### config.mk
export PLATFORM = sky130hd
export DESIGN_NAME = smx_alu
export DESIGN_NICKNAME = d
export VERILOG_FILES = /design/src/rtl/smx_pkg.sv /design/src/rtl/smx_alu.sv
export SDC_FILE = /design/constraint.sdc
export NUM_CORES = 2
export LEC_CHECK = 0
export BUFFER_PORTS_ARGS = -buffer_cell sky130_fd_sc_hd__buf_4
export CORE_ASPECT_RATIO = 1.2
export CORE_MARGIN = 1.5
export CORE_UTILIZATION = 45
export CTS_CLUSTER_SIZE = 16
export DETAILED_ROUTE_END_ITERATION = 8
export HOLD_SLACK_MARGIN = 0.12
export PLACE_DENSITY = 0.64
export SYNTH_ARGS = -nofsm -noshare
export SYNTH_HDL_FRONTEND = slang
export SYNTH_SLANG_ARGS = --single-unit
### constraint.sdc
create_clock -name clk -period 9.7 [get_ports clk]
set_clock_uncertainty 0.15 [all_clocks]
set_input_delay 0.485 -clock clk [delete_from_list [all_inputs] [get_ports clk]]
set_output_delay 0.485 -clock clk [all_outputs]
set_load 0.005 [all_outputs]
### src/rtl/smx_pkg.sv
// ----------------------------------------------------------------------------
// smx_pkg
// shared types and codes for the stack machine execute core
// ----------------------------------------------------------------------------
package smx_pkg;

    typedef enum logic [4:0] {
        OP_PUSH  = 5'd0,
        OP_ADD   = 5'd1,
        OP_SUB   = 5'd2,
        OP_MUL   = 5'd3,
        OP_DIV   = 5'd4,
        OP_AND   = 5'd5,
        OP_OR    = 5'd6,
        OP_XOR   = 5'd7,
        OP_NOT   = 5'd8,
        OP_EQ    = 5'd9,
        OP_LT    = 5'd10,
        OP_GT    = 5'd11,
        OP_LOAD  = 5'd12,
        OP_STORE = 5'd13,
        OP_CALL  = 5'd14,
        OP_RET   = 5'd15,
        OP_OUT   = 5'd16
    } op_t;

    typedef enum logic [2:0] {
        ERR_NONE      = 3'd0,
        ERR_UNDERFLOW = 3'd1,
        ERR_DIV_ZERO  = 3'd2,
        ERR_ADDRESS   = 3'd3,
        ERR_RET_UNDER = 3'd4,
        ERR_OVERFLOW  = 3'd5,
        ERR_CALL_OVER = 3'd6
    } err_t;

    typedef enum logic [2:0] {
        ST_IDLE,
        ST_CLEAR,
        ST_READ,
        ST_EXEC,
        ST_OPERAND,
        ST_DIV,
        ST_WRITE,
        ST_DONE
    } state_t;

    // request to the shared alu
    typedef struct packed {
        logic        start;
        logic [4:0]  op;
        logic [31:0] a;
        logic [31:0] b;
    } alu_req_t;

    typedef struct packed {
        logic        done;
        logic [31:0] result;
    } alu_rsp_t;

endpackage

### src/rtl/smx_alu.sv
// ----------------------------------------------------------------------------
// smx_alu
// shared arithmetic unit; registered result for most ops, bit-serial divide
// ----------------------------------------------------------------------------
module smx_alu (
    input  logic              clk,
    input  logic              rst_n,
    input  smx_pkg::alu_req_t req,
    output smx_pkg::alu_rsp_t rsp
);

    logic        busy_reg, busy_next;
    logic [5:0]  cnt_reg, cnt_next;
    logic [31:0] quo_reg, quo_next;
    logic [32:0] rem_reg, rem_next;
    logic [31:0] div_reg, div_next;
    logic        neg_reg, neg_next;
    logic [31:0] res_reg, res_next;
    logic        done_reg, done_next;
    logic [32:0] trial;
    logic [31:0] mag_a, mag_b;
    logic [63:0] prod;

    assign mag_a = req.a[31] ? (32'd0 - req.a) : req.a;
    assign mag_b = req.b[31] ? (32'd0 - req.b) : req.b;
    assign prod  = req.a * req.b;
    assign trial = {rem_reg[31:0], quo_reg[31]} - {1'b0, div_reg};

    always_comb
    begin
        busy_next = busy_reg;
        cnt_next  = cnt_reg;
        quo_next  = quo_reg;
        rem_next  = rem_reg;
        div_next  = div_reg;
        neg_next  = neg_reg;
        res_next  = res_reg;
        done_next = 1'b0;
        if (busy_reg)
        begin
            // restoring divide, one quotient bit a cycle
            if (!trial[32])
            begin
                rem_next = trial;
                quo_next = {quo_reg[30:0], 1'b1};
            end
            else
            begin
                rem_next = {rem_reg[31:0], quo_reg[31]};
                quo_next = {quo_reg[30:0], 1'b0};
            end
            cnt_next = cnt_reg - 6'd1;
            if (cnt_reg == 6'd1)
            begin
                busy_next = 1'b0;
                done_next = 1'b1;
                res_next  = neg_reg ? (32'd0 - quo_next) : quo_next;
            end
        end
        else if (req.start)
        begin
            done_next = 1'b1;
            unique case (smx_pkg::op_t'(req.op))
                smx_pkg::OP_ADD: res_next = req.a + req.b;
                smx_pkg::OP_SUB: res_next = req.a - req.b;
                smx_pkg::OP_MUL: res_next = prod[31:0];
                smx_pkg::OP_AND: res_next = req.a & req.b;
                smx_pkg::OP_OR:  res_next = req.a | req.b;
                smx_pkg::OP_XOR: res_next = req.a ^ req.b;
                smx_pkg::OP_NOT: res_next = ~req.a;
                smx_pkg::OP_EQ:  res_next = {31'd0, req.a == req.b};
                smx_pkg::OP_LT:  res_next = {31'd0, $signed(req.a) < $signed(req.b)};
                smx_pkg::OP_GT:  res_next = {31'd0, $signed(req.a) > $signed(req.b)};
                smx_pkg::OP_DIV:
                begin
                    done_next = 1'b0;
                    busy_next = 1'b1;
                    cnt_next  = 6'd32;
                    quo_next  = mag_a;
                    rem_next  = 33'd0;
                    div_next  = mag_b;
                    neg_next  = req.a[31] ^ req.b[31];
                end
                default: res_next = req.a;
            endcase
        end
    end

    always_ff @(posedge clk or negedge rst_n)
    begin
        if (!rst_n)
        begin
            busy_reg <= 1'b0;
            done_reg <= 1'b0;
            cnt_reg  <= 6'd0;
        end
        else
        begin
            busy_reg <= busy_next;
            done_reg <= done_next;
            cnt_reg  <= cnt_next;
        end
    end

    always_ff @(posedge clk)
    begin
        quo_reg <= quo_next;
        rem_reg <= rem_next;
        div_reg <= div_next;
        neg_reg <= neg_next;
        res_reg <= res_next;
    end

    assign rsp.done   = done_reg;
    assign rsp.result = res_reg;

endmodule

==> flow_metrics.py <==
metrics = {
    "clock_tree": {
        "cts_buffers": 17,
        "clock-root-buffer": "clkbuf_16",
        "cts.sinks": 137,
        "cts_setup_buffers": 0,
        "ctsHoldBuffers": 1,
        "cts.clk_slew.worst_paths_ns": 0.06,
        "clock_latency_ns": 0.45,
        "cts_resized": 0,
        "htreeDepth": 4,
        "tritoncts": "done",
        "clk_path_buf_depth": 2,
    },
    "global_route": {
        "grt_pass1_vias": 26425,
        "grt_pass1_wl_um": 168600,
        "grt_usage_pct": 34.05,
        "grt_overflow_total": 0,
        "grt_max_degree": 66,
        "grt_antenna_before_repair": 2,
    },
    "cells_and_area": {
        "nets": 4208,
        "drive_gt1_share_pct": 6.720,
        "syn2layout_area_growth_pct": 7.095,
        "multi_input_area_um2": 22510,
        "n_fill_cell": 6366,
        "seq_area_um2": 4078,
    },
    "detailed_routing": {
        "first_pass_iters": 7,
        "ant_nets": 0,
        "drc": 0,
        "wl_per_cell_um": 26.07,
        "drt_iter0_drc": 2927,
        "dr_total_vias": 26515,
        "finalWirelength_um": 112500,
        "viasPerCell": 6.145,
    },
    "timing": {
        "fin_crit_sh_pct": 87.47,
        "max_freq_ghz": 0.1179,
        "rsz0062_at_grt": "false",
        "relSlewSlack_pct": 15.70,
        "setup_violations": 0,
        "tightestPinTransition_ns": 1.263,
        "setup_tns_ns": 0,
        "period_minus_slack_ns": 8.484,
        "finalHoldViolCount": 0,
        "whs_ns": 0.2550,
        "report.final.slew_viol_count": 0,
    },
    "synth": {
        "synth_edf_count": 129,
        "synth_top_cell_area_share_pct": 28.07,
        "synth_top_flop_cell": "edfxtp_1",
        "syn_nets": 4224,
        "ys_top_cells_by_count": "512 x inv_1, 431 x nor2_1, 411 x fa_1",
        "yosys.cell_count.top_type": "inv_1",
        "yosys_warnings": 0,
        "synthCells": 3485,
        "synth_cell_types": 79,
        "synth_seq_cells": 137,
        "synth_area_per_cell_um2": 8.410,
        "synthArstFlopShare_pct": 5.839,
        "synthesis.area_um2": 29310,
        "synth.area.top_cells": "fa_1 28%, edfxtp_1 13%, ha_1 11%, inv_1 6.6%, nor2_1 5.5%",
        "synth_top_cell_by_area": "fa_1",
        "synth-seq-area-share_pct": 13.90,
    },
    "worst_setup_path": {
        "cp_max_fo": 12,
        "crit_arrival_ns": 8.50,
        "end_kind": "register",
        "worstPathRequired_ns": 9.71,
        "crit_type": "in -> reg",
        "worstSetupStartpointType": "input pin",
    },
    "placed_design": {
        "dp_hpwl_um": 86160,
        "port_buffers": 104,
        "place_congestion": 1.031,
    },
    "status": {
        "status": "completed",
    },
    "die": {
        "fp-row-count": 102,
        "die_w_um": 236.0,
        "die_area_um2": 66680,
        "ios": 105,
        "core-area_um2": 64450,
        "start_util_pct": 45.48,
        "die_y_um": 282.6,
    },
    "worst_hold_path": {
        "hold_path_class": "in -> async",
    },
    "flow_run": {
        "drv_cap": 0,
    },
}
-- metrics by stage --
stage / utilization [%] / instances / instance area [µm²] / setup WS, ns
CTS: 48.70 / 4314 / 31390 / 1.364
floorplan: - / 3485 / 29310 / 1.716
finish: 48.70 / 4315 / 31390 / 1.216
global route: 48.70 / 4314 / 31390 / 0.8896
detailed placement: 47.84 / 4281 / 30830 / 0.9056
global placement: 47.84 / 4281 / 30830 / 1.032
-- critical path: stages --
cell and delay (ns):
buf_4 0.21, inv_1 0.39, buf_4 0.35, nor2_1 0.09, fa_1 0.46, fa_1 0.47, fa_1 0.55, inv_1 0.05
fa_1 0.48, inv_1 0.05, fa_1 0.49, inv_1 0.05, fa_1 0.53, inv_1 0.05, fa_1 0.49, fa_1 0.42
ha_1 0.36, a21oi_1 0.28, o211ai_1 0.13, a21o_1 0.19, a211o_1 0.43, a311oi_1 0.40, mux2i_1 0.39, o21ai_0 0.20
a2111oi_0 0.39, o32ai_1 0.12
-- layout make-up --
| class | instances | share of cell area, % |
|---|---|---|
| Antenna cell | 1 | 0.007972 |
| Clock buffer | 18 | 1.367 |
| Clock inverter | 14 | 0.3627 |
| Inverter | 531 | 6.350 |
| Multi-Input combinational cell | 2620 | 71.72 |
| Sequential cell | 137 | 12.99 |
| Tap cell | 832 | 3.316 |
| Timing Repair Buffer | 162 | 3.882 |
-- path summary, 6_finish.rpt --
| path | slack, ns | end | start | cells after the start |
|---|---|---|---|---|
| worst min-delay path | 0.26 | cnt_reg[4] | rst_n | 2 |
| max in group asynchronous | 9.00 | busy_reg | rst_n | 2 |
| worst min register to register | 0.32 | cnt_reg[5] | cnt_reg[5] | 1 |
| worst max-delay path | 1.22 | res_reg[29] | req[6] | 26 |
| min in group clk | 0.27 | div_reg[27] | req[27] | 2 |
| worst max register to register | 3.37 | res_reg[30] | quo_reg[31] | 22 |
-- routing by layer --
| layer | global-route usage (%) | part of all wire, % | wire (µm) |
|---|---|---|---|
| met5 | 0 | 0.023 | 26 |
| met4 | 20.79 | 7.0 | 7828 |
| met3 | 6.919 | 11 | 12510 |
| met2 | 52.51 | 43 | 48490 |
| met1 | 44.16 | 39 | 43620 |
-- kinds of logic after synthesis --
group           count (synthesis)  share of synthesized area, %
flops                         137                         13.90
xor+xnor                      206                         6.156
buf+inv                       728                         9.409
simple gates                 1041                         15.12
mux                            29                        0.9904
compound gates                677                         15.42
fa+ha+maj                     667                         39.00
-- placed cells by master (no fill, tap or decap), types with 13 or more instances in the layout --
cell type and n:
a21oi_1 157, edfxtp_1 129, nand4_1 17, inv_1 511, o31ai_1 31, o21bai_1 17, o22ai_1 28, a221o_1 13
fa_1 411, a221oi_1 20, ha_1 256, o41ai_1 25, o21ai_0 152, a21o_1 32, clkbuf_16 17, o211ai_1 21
or3_1 26, o221ai_1 17, nand3_1 25, xor2_1 53, nand2b_1 25, a22oi_1 13, nand2_1 384, buf_4 161
nor3_1 45, o21a_1 20, nor2b_1 26, mux2i_1 29, xnor2_1 153, a211oi_1 37, nor2_1 428
Power is left out: the tool's default activity adds up to more than one toggle a clock period on the data nets, which glitch-free logic cannot reach.
